`src/hw/rtl/alpid_pkg.sv`:
```
`timescale 1ns / 1ps
package alpid_pkg;

    localparam int CAPACITY    = 64;
    localparam int VALUE_WIDTH = 32;

    // fixed field widths of the ports
    localparam int KIND_W = 2;
    localparam int POS_W  = 6;
    localparam int DATA_W = 32;
    localparam int LEN_W  = 7;
    localparam int STAT_W = 2;

    localparam int ADDR_W = $clog2(CAPACITY);
    localparam int CNT_W  = $clog2(CAPACITY + 1);
    localparam int CMP_W  = (POS_W > CNT_W) ? POS_W : CNT_W;

    typedef enum logic [KIND_W-1:0] {
        KIND_READ   = 2'd0,
        KIND_WRITE  = 2'd1,
        KIND_INSERT = 2'd2,
        KIND_DELETE = 2'd3
    } t_kind;

    typedef enum logic [STAT_W-1:0] {
        ST_DONE    = 2'd0,
        ST_FULL    = 2'd1,
        ST_INVALID = 2'd2
    } t_status;

    typedef struct packed {
        logic                   we;
        logic [ADDR_W-1:0]      waddr;
        logic [VALUE_WIDTH-1:0] wdata;
        logic                   re;
        logic [ADDR_W-1:0]      raddr;
    } t_mem_req;

endpackage

```
`src/hw/rtl/alpid_ram.sv`:
```
`timescale 1ns / 1ps
module alpid_ram #(
    parameter int DEPTH = 64,
    parameter int WIDTH = 32
) (
    input  logic                     i_clk,
    input  logic                     i_we,
    input  logic [$clog2(DEPTH)-1:0] i_waddr,
    input  logic [WIDTH-1:0]         i_wdata,
    input  logic                     i_re,
    input  logic [$clog2(DEPTH)-1:0] i_raddr,
    output logic [WIDTH-1:0]         o_rdata
);

    logic [WIDTH-1:0] r_mem [DEPTH];
    logic [WIDTH-1:0] r_rdata;

    always_ff @(posedge i_clk) begin
        if (i_we) begin
            r_mem[i_waddr] <= i_wdata;
        end
    end

    always_ff @(posedge i_clk) begin
        if (i_re) begin
            r_rdata <= r_mem[i_raddr];
        end
    end

    assign o_rdata = r_rdata;

endmodule

```
`src/hw/rtl/alpid_ctrl.sv`:
```
`timescale 1ns / 1ps
module alpid_ctrl (
    input  logic                            i_clk,
    input  logic                            i_rst_n,
    input  logic                            i_in_valid,
    output logic                            o_in_ready,
    input  logic [alpid_pkg::KIND_W-1:0]    i_kind,
    input  logic [alpid_pkg::POS_W-1:0]     i_position,
    input  logic [alpid_pkg::DATA_W-1:0]    i_value,
    output logic                            o_out_valid,
    input  logic                            i_out_ready,
    output logic [alpid_pkg::DATA_W-1:0]    o_read_value,
    output logic [alpid_pkg::LEN_W-1:0]     o_length,
    output logic [alpid_pkg::STAT_W-1:0]    o_status,
    output alpid_pkg::t_mem_req             o_mem_req,
    input  logic [alpid_pkg::VALUE_WIDTH-1:0] i_mem_rdata
);
    import alpid_pkg::*;

    typedef enum logic [2:0] {
        S_IDLE,
        S_RDWAIT,
        S_INS,
        S_INSFIN,
        S_DEL,
        S_DONE
    } t_state;

    t_state                 r_state, n_state;
    logic [CNT_W-1:0]       r_count, n_count;
    logic [ADDR_W-1:0]      r_src, n_src;
    logic [ADDR_W-1:0]      r_pos, n_pos;
    logic [ADDR_W-1:0]      r_lim, n_lim;
    logic [VALUE_WIDTH-1:0] r_val, n_val;
    logic [VALUE_WIDTH-1:0] r_res_rd, n_res_rd;
    t_status                r_res_status, n_res_status;
    logic                   r_out_valid, n_out_valid;
    logic [DATA_W-1:0]      r_out_rd, n_out_rd;
    logic [LEN_W-1:0]       r_out_len, n_out_len;
    t_status                r_out_status, n_out_status;
    t_mem_req               mem_req;

    logic [CMP_W-1:0]       pos_c;
    logic [CMP_W-1:0]       cnt_c;
    logic [ADDR_W-1:0]      pos_a;
    logic [ADDR_W-1:0]      cnt_a;
    logic                   in_range;
    logic                   is_full;
    logic                   accept;
    logic                   out_free;

    assign pos_c    = CMP_W'(i_position);
    assign cnt_c    = CMP_W'(r_count);
    assign pos_a    = pos_c[ADDR_W-1:0];
    assign cnt_a    = r_count[ADDR_W-1:0];
    assign in_range = pos_c < cnt_c;
    assign is_full  = r_count == CNT_W'(CAPACITY);
    assign accept   = i_in_valid && (r_state == S_IDLE);
    assign out_free = !r_out_valid || i_out_ready;

    always_comb begin
        n_state      = r_state;
        n_count      = r_count;
        n_src        = r_src;
        n_pos        = r_pos;
        n_lim        = r_lim;
        n_val        = r_val;
        n_res_rd     = r_res_rd;
        n_res_status = r_res_status;
        n_out_valid  = r_out_valid && !i_out_ready;
        n_out_rd     = r_out_rd;
        n_out_len    = r_out_len;
        n_out_status = r_out_status;
        mem_req      = '0;

        case (r_state)
            S_IDLE: begin
                if (i_in_valid) begin
                    n_res_rd     = '0;
                    n_res_status = ST_DONE;
                    n_state      = S_DONE;
                    n_val        = VALUE_WIDTH'(i_value);
                    n_pos        = pos_a;
                    case (t_kind'(i_kind))
                        KIND_READ: begin
                            if (in_range) begin
                                mem_req.re    = 1'b1;
                                mem_req.raddr = pos_a;
                                n_state       = S_RDWAIT;
                            end else begin
                                n_res_status = ST_INVALID;
                            end
                        end
                        KIND_WRITE: begin
                            if (in_range) begin
                                mem_req.we    = 1'b1;
                                mem_req.waddr = pos_a;
                                mem_req.wdata = VALUE_WIDTH'(i_value);
                            end else begin
                                n_res_status = ST_INVALID;
                            end
                        end
                        KIND_INSERT: begin
                            if (is_full) begin
                                n_res_status = ST_FULL;
                            end else if (!in_range) begin
                                // append at the tail
                                mem_req.we    = 1'b1;
                                mem_req.waddr = cnt_a;
                                mem_req.wdata = VALUE_WIDTH'(i_value);
                                n_count       = r_count + CNT_W'(1);
                            end else begin
                                // shift up from the tail toward the position
                                mem_req.re    = 1'b1;
                                mem_req.raddr = cnt_a - ADDR_W'(1);
                                n_src         = cnt_a - ADDR_W'(1);
                                n_count       = r_count + CNT_W'(1);
                                n_state       = S_INS;
                            end
                        end
                        KIND_DELETE: begin
                            if (!in_range) begin
                                n_res_status = ST_INVALID;
                            end else begin
                                n_count = r_count - CNT_W'(1);
                                if ((pos_c + CMP_W'(1)) < cnt_c) begin
                                    mem_req.re    = 1'b1;
                                    mem_req.raddr = pos_a + ADDR_W'(1);
                                    n_src         = pos_a + ADDR_W'(1);
                                    n_lim         = cnt_a - ADDR_W'(1);
                                    n_state       = S_DEL;
                                end
                            end
                        end
                        default: begin
                            n_res_status = ST_INVALID;
                        end
                    endcase
                end
            end
            S_RDWAIT: begin
                n_res_rd = i_mem_rdata;
                n_state  = S_DONE;
            end
            S_INS: begin
                mem_req.we    = 1'b1;
                mem_req.waddr = r_src + ADDR_W'(1);
                mem_req.wdata = i_mem_rdata;
                if (r_src == r_pos) begin
                    n_state = S_INSFIN;
                end else begin
                    mem_req.re    = 1'b1;
                    mem_req.raddr = r_src - ADDR_W'(1);
                    n_src         = r_src - ADDR_W'(1);
                end
            end
            S_INSFIN: begin
                mem_req.we    = 1'b1;
                mem_req.waddr = r_pos;
                mem_req.wdata = r_val;
                n_state       = S_DONE;
            end
            S_DEL: begin
                mem_req.we    = 1'b1;
                mem_req.waddr = r_src - ADDR_W'(1);
                mem_req.wdata = i_mem_rdata;
                if (r_src == r_lim) begin
                    n_state = S_DONE;
                end else begin
                    mem_req.re    = 1'b1;
                    mem_req.raddr = r_src + ADDR_W'(1);
                    n_src         = r_src + ADDR_W'(1);
                end
            end
            S_DONE: begin
                // hold the result until the output register frees up
                if (out_free) begin
                    n_out_valid  = 1'b1;
                    n_out_rd     = DATA_W'(r_res_rd);
                    n_out_len    = LEN_W'(r_count);
                    n_out_status = r_res_status;
                    n_state      = S_IDLE;
                end
            end
            default: begin
                n_state = S_IDLE;
            end
        endcase
    end

    always_ff @(posedge i_clk) begin
        if (!i_rst_n) begin
            r_state      <= S_IDLE;
            r_count      <= '0;
            r_src        <= '0;
            r_pos        <= '0;
            r_lim        <= '0;
            r_val        <= '0;
            r_res_rd     <= '0;
            r_res_status <= ST_DONE;
            r_out_valid  <= 1'b0;
            r_out_rd     <= '0;
            r_out_len    <= '0;
            r_out_status <= ST_DONE;
        end else begin
            r_state      <= n_state;
            r_count      <= n_count;
            r_src        <= n_src;
            r_pos        <= n_pos;
            r_lim        <= n_lim;
            r_val        <= n_val;
            r_res_rd     <= n_res_rd;
            r_res_status <= n_res_status;
            r_out_valid  <= n_out_valid;
            r_out_rd     <= n_out_rd;
            r_out_len    <= n_out_len;
            r_out_status <= n_out_status;
        end
    end

    assign o_in_ready   = r_state == S_IDLE;
    assign o_out_valid  = r_out_valid;
    assign o_read_value = r_out_rd;
    assign o_length     = r_out_len;
    assign o_status     = r_out_status;
    assign o_mem_req    = mem_req;

    a_count_bound: assert property (@(posedge i_clk) disable iff (!i_rst_n)
        r_count <= CNT_W'(CAPACITY))
        else $error("list length exceeds capacity");

    a_no_rw_collision: assert property (@(posedge i_clk) disable iff (!i_rst_n)
        (mem_req.we && mem_req.re) |-> (mem_req.waddr != mem_req.raddr))
        else $error("read and write hit the same entry in one cycle");

    a_ins_src_range: assert property (@(posedge i_clk) disable iff (!i_rst_n)
        (r_state == S_INS) |-> (r_src >= r_pos))
        else $error("insert shift ran below the insert position");

    a_del_limit: assert property (@(posedge i_clk) disable iff (!i_rst_n)
        (r_state == S_DEL) |-> (CNT_W'(r_lim) == r_count) && (r_src <= r_lim))
        else $error("delete shift limit out of step with the length");

    a_accept_leaves_idle: assert property (@(posedge i_clk) disable iff (!i_rst_n)
        accept |=> (r_state != S_IDLE))
        else $error("accepted transaction left the controller idle");

endmodule

```
`src/hw/rtl/array_list_positional_insert_delete.sv`:
```
`timescale 1ns / 1ps
// Ordered list of up to CAPACITY entries kept in one memory with one write and
// one registered read port. A transaction reads, writes, inserts or deletes at a
// position; one result comes back per transaction. Refused operations, writes and
// appends go straight to the result state; a read first waits in a state for the
// memory data; an insert inside the list shifts the entries behind the position
// up and then writes the new value; a delete shifts the entries behind the
// position down, with no shift when the last entry is removed. The shift of
// insert and delete moves one entry per cycle through the memory, read one cycle
// and written back the next, so it takes longer the more entries lie behind the
// position. One transaction is in work at a time; a finished result may wait in
// the output register while the next transaction is accepted. No clearing pass
// after reset: entries at or past the length are never read.
module array_list_positional_insert_delete (
    input  logic                         i_clk,
    input  logic                         i_rst_n,
    input  logic                         i_in_valid,
    output logic                         o_in_ready,
    input  logic [alpid_pkg::KIND_W-1:0] i_kind,
    input  logic [alpid_pkg::POS_W-1:0]  i_position,
    input  logic [alpid_pkg::DATA_W-1:0] i_value,
    output logic                         o_out_valid,
    input  logic                         i_out_ready,
    output logic [alpid_pkg::DATA_W-1:0] o_read_value,
    output logic [alpid_pkg::LEN_W-1:0]  o_length,
    output logic [alpid_pkg::STAT_W-1:0] o_status
);
    import alpid_pkg::*;

    t_mem_req               mem_req;
    logic [VALUE_WIDTH-1:0] mem_rdata;

    alpid_ctrl u_ctrl (
        .i_clk        (i_clk),
        .i_rst_n      (i_rst_n),
        .i_in_valid   (i_in_valid),
        .o_in_ready   (o_in_ready),
        .i_kind       (i_kind),
        .i_position   (i_position),
        .i_value      (i_value),
        .o_out_valid  (o_out_valid),
        .i_out_ready  (i_out_ready),
        .o_read_value (o_read_value),
        .o_length     (o_length),
        .o_status     (o_status),
        .o_mem_req    (mem_req),
        .i_mem_rdata  (mem_rdata)
    );

    alpid_ram #(
        .DEPTH (CAPACITY),
        .WIDTH (VALUE_WIDTH)
    ) u_ram (
        .i_clk   (i_clk),
        .i_we    (mem_req.we),
        .i_waddr (mem_req.waddr),
        .i_wdata (mem_req.wdata),
        .i_re    (mem_req.re),
        .i_raddr (mem_req.raddr),
        .o_rdata (mem_rdata)
    );

endmodule
```
`config.mk`:
```
export PLATFORM = sky130hd
export DESIGN_NAME = array_list_positional_insert_delete
export DESIGN_NICKNAME = d
export VERILOG_FILES = /design/src/hw/rtl/alpid_pkg.sv /design/src/hw/rtl/alpid_ram.sv /design/src/hw/rtl/alpid_ctrl.sv /design/src/hw/rtl/array_list_positional_insert_delete.sv
export SDC_FILE = /design/constraint.sdc
export NUM_CORES = 2
export LEC_CHECK = 0
export BUFFER_PORTS_ARGS = -buffer_cell sky130_fd_sc_hd__buf_2
export CAP_MARGIN = 10
export CORE_MARGIN = 2
export CORE_UTILIZATION = 55
export DETAILED_ROUTE_END_ITERATION = 8
export PLACE_DENSITY_LB_ADDON = 0.05
export SLEW_MARGIN = 20
export SYNTH_ARGS = -nofsm -noshare
export SYNTH_HDL_FRONTEND = slang
export SYNTH_SLANG_ARGS = --single-unit
```
`constraint.sdc`:
```
create_clock -name i_clk -period 5.3 [get_ports i_clk]
set_clock_uncertainty 0.05 [all_clocks]
set_input_delay 0.795 -clock i_clk [delete_from_list [all_inputs] [get_ports i_clk]]
set_output_delay 0.795 -clock i_clk [all_outputs]
set_load 0.1 [all_outputs]
```
Yosys cells after proc, flatten, opt, wreduce, memory -nomap -nowiden
Memories as Yosys holds them, arrays and structs flattened. A register that Yosys moved wholly into a read port is not among the register bits.
Cells that the tools add are included.
{ "word_totals": {"ramBits": 2048, "elab_cells": 110, "romBits": 0, "register_bits": 136, "in_bits": 44, "out_inout_bits": 43, "n_memories": 1, "latch_bits": 0} }
{ "memory_table": {"columns": ["name", "words", "word_bits", "rd", "rd_ports_with_merged_regs", "write_ports", "line", "rtl"], "rows": [
  ["u_ram.r_mem", 64, 32, 1, 1, 1, "alpid_ram.sv:15", "logic [WIDTH-1:0] r_mem [DEPTH];"]
]} }
{ "classes": {"addsub": 7, "n_reduce_logical": 18, "magnitude_cmp": 2, "div": 0, "shift": 0, "n_mul": 0, "n_eq_ne": 24, "n_mux": 46, "n_bitwise": 0} }
{ "op_table": {"columns": ["operator", "n"], "rows": [
  ["case mux 39 bit (4 select lines)", 1],
  ["two-way mux 46 bit", 2],
  ["two-way mux 39 bit", 2],
  ["case mux 39 bit (2 select lines)", 1],
  ["case mux 32 bit (2 select lines)", 1],
  ["two-way mux 7 bit", 8],
  ["two-way mux 6 bit", 7],
  ["case mux 7 bit (3 select lines)", 2],
  ["two-way mux 32 bit", 1],
  ["two-way mux 3 bit", 8],
  ["case mux 6 bit (3 select lines)", 1],
  ["case mux 3 bit (5 select lines)", 1],
  ["case mux 7 bit (2 select lines)", 1],
  ["adder 6 x 1 -> 6 bit (second input constant)", 2],
  ["equality test 6 bit", 2],
  ["case mux 6 bit (2 select lines)", 1],
  ["subtractor 6 x 1 -> 6 bit (second input constant)", 2],
  ["AND reduction 5 bit", 2],
  ["!= test 3 x 2 -> 1 bit (second input constant)", 3],
  ["case mux 3 bit (3 select lines)", 1],
  ["AND reduction 9 bit", 1],
  ["!= test 2 x 1 -> 1 bit (second input constant)", 4],
  ["!= test 2 bit (second input constant)", 4],
  ["adder 6 x 1 -> 7 bit (second input constant)", 1],
  ["other kinds (26)", 38]
]} }

Depth between registers and ports, before layout
{ "logic_depth": {"depth_word": 9, "depth_mapped": 19, "depth_no_buf": 15} }

Hierarchy
From an unflattened synthesis, not the netlist that was laid out.
{ "hier_totals": {"cells_unflattened": 4299, "hier_area_um2": 86171.4} }
{ "modules_own_cells": {"columns": ["module", "seq_area_each_um2", "instances", "cells_per_inst", "area_each_um2"], "rows": [
  ["alpid_ram", 62459.9, 1, 3328, 78859.4],
  ["alpid_ctrl", 2722.6, 1, 971, 7312.0]
]} }

Worst setup path before layout
Ideal clock, no wire load.
{ "synth_path": {"path_type": "input to register", "from": "in i_position[2] (netlist bit)", "to": "mem u_ram.r_mem[40][0], enable pin", "required_time_ns": 4.829, "path_buffers": 2, "arrival_ns": 4.549, "slack_ns": 0.280, "setup_time_ns": 0.421, "stages": 12, "path_cell_list": "ha_1 a21oi_1 o21ai_0 a21oi_1 clkbuf_1 clkbuf_1 o31ai_1 a221oi_1 and2_1 nor2b_1 o31ai_1 nor2_1"} }
{ "synth_between": {"elab_chain_len": 8, "word_cells_on_any_way": 9, "cone_classes": "1 x order compare; 8 x mux"} }
{ "synth_rtl": {"columns": ["element", "line", "rtl"], "rows": [
  ["from (decl)", "array_list_positional_insert_delete.sv:20", "input logic [alpid_pkg::POS_W-1:0] i_position,"],
  ["< comparator 6 x 7 -> 1 bit", "alpid_ctrl.sv:56", "assign in_range = pos_c < cnt_c;"],
  ["two-way mux 39 bit", "alpid_ctrl.sv:106", "end else if (!in_range) begin"],
  ["two-way mux 46 bit", "alpid_ctrl.sv:104", "if (is_full) begin"],
  ["case mux 39 bit (2 select lines) (*)", "alpid_ctrl.sv:84", "case (t_kind'(i_kind))"],
  ["two-way mux 46 bit (*)", "alpid_ctrl.sv:78", "if (i_in_valid) begin"],
  ["case mux 39 bit (4 select lines) (*)", "alpid_ctrl.sv:76", "case (r_state)"],
  ["two-way mux 1 bit", "alpid_ram.sv:19", "if (i_we) begin"],
  ["two-way mux 1 bit (implied by the code)", "alpid_ram.sv:20", "r_mem[i_waddr] <= i_wdata;"],
  ["to (decl)", "alpid_ram.sv:15", null]
]} }
Mark *: on every way between the ends. The rest lies on a longest branch, timed or not.

Worst setup path in the final report
{ "layout_path": {"from": "reg u_ctrl.r_src[0]", "to": "reg u_ram.r_rdata[21], in the netlist u_ram.o_rdata[21] (read register of u_ram.r_mem) (data pin)"} }
{ "layout_between": {"elab_chain_len": 3, "word_cells_on_any_way": 7, "cone_classes": "2 x add/sub; 2 x eq/ne; 3 x mux"} }
{ "layout_rtl": {"columns": ["element", "line", "rtl"], "rows": [
  ["from (decl)", "alpid_ctrl.sv:31", "logic [ADDR_W-1:0] r_src, n_src;"],
  ["from (signal assigned)", "alpid_ctrl.sv:208", "r_src <= n_src;"],
  ["adder 6 x 1 -> 6 bit, or another cell as far along", "alpid_ctrl.sv:171", "mem_req.raddr = r_src + ADDR_W'(1);"],
  ["two-way mux 7 bit (on tied branches)", "alpid_ctrl.sv:167, alpid_ctrl.sv:149", null],
  ["case mux 7 bit (3 select lines) (*)", "alpid_ctrl.sv:76", null],
  ["to (decl)", "alpid_ram.sv:16", "logic [WIDTH-1:0] r_rdata;"]
]} }
Marks and branches as above.
A chain may end at the register's enable or synchronous reset.

==> key figures <==
Status
  – Outcome: finished clean

Cells and area
  – Most frequent cells in the layout: edfxtp_1 (2080), nand2_1 (1512), nand3_1 (432), buf_4 (416), a21oi_1 (332)
  – Synth-to-Final Area Change: 16.7%
  – Final Non-Filler Cells: 9360
  – Share of cells above drive strength 1: 0.152
  – Total Nets Final: 7078
  – Most common cell after layout, fill and taps aside: edfxtp_1
  – Layout Utilization: 0.646
  – # fillers: 11900

STA
  – Final setup viols: 0
  – Max-slew violation count: 0
  – Final Cycle Share: 0.971
  – Min Tclk post-route: 5.14 ns
  – Final Hold Fails: 0
  – Least-Margin Pin Slew: 1.07 ns
  – Final TNS setup: 0 ns
  – Fmax: 0.194 GHz
  – Relative slew slack: 0.288
  – RSZ-0062 raised after global routing: no

Min path
  – Hold path startpoint: i_value[4]
  – Worst Hold Class: in -> reg

Worst setup path
  – Slowest library cell on the worst path: dfxtp_1
  – Worst path max stage delay: 0.69 ns
  – Crit end category: register
  – Worst setup path class: reg -> reg
  – CP arrival: 5.81 ns
  – Critical Path Source Type: register
  – Crit-path cells: xnor2_1, nand4_1, o21a_1, a221oi_1, o211ai_4, buf_4, nor2_2, buf_4, a22o_1, a2111oi_0, a31oi_1, o211a_1
  – Most frequent CP cell: buf_4
  – Worst setup startpoint: u_ctrl.r_src[0]
  – Setup slack, reg-to-reg: 0.16 ns
  – Worst Path Max Fanout: 12
  – Required @ worst endpoint: 5.96 ns
  – FF-to-FF Start: u_ctrl.r_src[0]

Routing
  – First-pass iteration count of the detailed router: 7
  – Antenna-violating nets left: 0
  – 1st-iter DRT viols: 7990
  – Vias per cell: 6.44
  – Drt drc: 0
  – Post-Route WL: 287 mm
  – WL per Instance: 30.6 um
  – Vias: 60300

Pwr
  – Clock power share: 0.270
  – Pwr Total: 56.5 mW
  – Max IR drop VDD: 0.382 mV
  – Internal: 36.3 mW
  – Psw: 20.1 mW
  – Logic pwr share: 0.331
  – PwrDens: 543 mW/mm2
  – Reg power frac: 0.399
  – Sw Share: 0.356
  – LEAKAGE: 35.5 nW

Clock tree
  – Clk Latency, worst-skew pair: 0.85 ns
  – Clk sinks: 2216
  – H-tree depth: 4
  – TritonCTS clock tree: done
  – Total CTS buffers: 218
  – Root Buffer: clkbuf_16
  – Clock transition at path regs: 0.07 ns
  – CTS max path bufs: 3

GRT
  – Total GRT Usage: 0.345
  – Gr ovfl total: 0
  – Vias in the first global route: 56600
  – Initial antenna violation count: 19
  – Pin count of the biggest net entering global routing: 92
  – Global-route wire length before repair: 406 mm

Synthesis
  – Top FF cell, synth: edfxtp_1
  – Synth Area in Simple Gates: 0.110
  – Netlist cell types: 78
  – Yosys warns: 0
  – Number of synthesized flops with an enable pin: 2080
  – Cell Area, Synth: 0.0891 mm2
  – Cells after Synth: 6620
  – Adder-Cell Fraction of Synth Area: 0.00388
  – Post-Syn Nets: 6691
  – Syn_area_per_cell: 13.5 um2
  – Sequential element share of the synthesized area: 0.732
  – Mux cell area share after synthesis: 0.0187
  – FFs w/ async S/R, synth: 0
  – Post-synthesis register bit count: 2216
  – Synth Area in Compound Gates: 0.106
  – Largest family of logic cells by synthesized area: simple AND/OR/NAND/NOR gates
  – Xor-xnor portion of the synthesized cell area: 0.00344

Floorplan
  – Die W: 406 um
  – Core Region: 0.161 mm2
  – Die height: 406 um
  – I/O pin cnt: 87
  – Effective utilization at floorplan: 0.554
  – FP Rows: 147
  – Die area: 0.165 mm2

Placement
  – Cells after DPL: 8947
  – Port Buf Inserts: 86
  – Gpl congestion: 0.923
  – Post-DP HPWL: 177 mm

Run
  – # Max-Cap Violations: 0
## area by class of cell
class,count,area [um2],share of cell area
Multi-Input combinational cell,3867,22200,0.214
Inverter,50,190,0.00183
Antenna cell,7,17.5,0.000169
Timing Repair Buffer,654,6600,0.0635
Clock inverter,111,1060,0.0102
Clock buffer,295,5910,0.0569
Sequential cell,2216,65200,0.627
Tap cell,2160,2700,0.0260
## per-stage QoR
| stage | area (um2) | hold WS [ns] | setup slack [ns] |
|---|---|---|---|
| CTS | 104000 | 0.110 | 0.160 |
| global route | 104000 | 0.131 | 0.113 |
| finish | 104000 | 0.163 | 0.155 |
| detailed placement | 96900 | 0.396 | -0.415 |
| floorplan | 89100 | 0.382 | 0.280 |
| global placement | 96900 | 0.388 | -0.637 |
## synth_stat cells (all sizes together), types with 26 or more instances
| cell type | n | share of area |
|---|---|---|
| edfxtp | 2080 | 0.70 |
| nand2 | 1515 | 0.064 |
| nand3 | 432 | 0.024 |
| a21oi | 332 | 0.019 |
| buf | 244 | 0.014 |
| clkbuf | 243 | 0.010 |
| a211oi | 180 | 0.015 |
| mux2i | 154 | 0.017 |
| and3 | 136 | 0.0096 |
| dfxtp | 136 | 0.031 |
| a31oi | 123 | 0.0086 |
| nor2 | 122 | 0.0054 |
| a22oi | 113 | 0.0095 |
| a311oi | 105 | 0.010 |
| a32oi | 104 | 0.010 |
| o21ai | 80 | 0.0046 |
| a21boi | 65 | 0.0055 |
| a221oi | 48 | 0.0049 |
| inv | 48 | 0.0020 |
| a222oi | 33 | 0.0037 |
| nor3 | 30 | 0.0017 |
| ha | 26 | 0.0037 |
## final timing paths
kind                                   to  depth (start not counted)
hold / removal            u_ctrl.r_val[4]                          3
hold reg to reg   u_ctrl.o_read_value[11]                          2
setup reg to reg        u_ram.o_rdata[21]                         12
setup / recovery        u_ram.o_rdata[21]                         12
## critical path: cells and delay by family, from the launching register on
kind            cells  cell delay, ns
flops               1            0.69
buf+inv             2            0.53
simple gates        2            0.94
compound gates      7            2.59
xor+xnor            1            0.18
## power groups by stage
stage | sequential, mW | combinational, mW | clock [mW]
after global placement | 22.8 | 18.2 | 0
after CTS | 22.5 | 18.4 | 15.4
final | 22.5 | 18.7 | 15.2
after floorplan | 22.4 | 8.73 | 0
after global routing | 22.6 | 19.6 | 16.0
after detailed placement | 22.8 | 18.3 | 0
## cell families after synthesis
family / count (synthesis)
and+or+nand+nor: 2311
DFF: 2216
AOI/OAI and AO/OA: 1330
buffers and inverters: 537
muxes: 164
xor gates and xnor gates: 35
adders and majority gates: 27
## metal layers
metal / track usage / up-vias / part of all wire
li1: - / 26000 / -
met1: 0.479 / 30300 / 0.40
met2: 0.527 / 3408 / 0.45
met3: 0.0759 / 585 / 0.10
met4: 0.152 / 16 / 0.048
met5: 0 / - / 0.00033
## state kept, by name, summed over array words and instances (netlist names)
register / cells
u_ctrl.r_lim: 6
u_ctrl.r_res_status: 2
u_ram.o_rdata: 32
u_ctrl.cnt_c: 7
u_ram.r_mem: 2048
u_ctrl.o_length: 7
u_ctrl.r_res_rd: 32
u_ctrl.o_read_value: 32
u_ctrl.o_out_valid: 1
u_ctrl.r_val: 32
u_ctrl.r_src: 6
u_ctrl.r_state: 3
u_ctrl.r_pos: 6
u_ctrl.o_status: 2
## timing repair
item | CTS | global route
setup endpoints to repair | 0 | 1
gates resized for setup | 0 | 1
setup buffers | 0 | 0
hold buffers | 0 | 0
(Power assumes the default switching activity.)
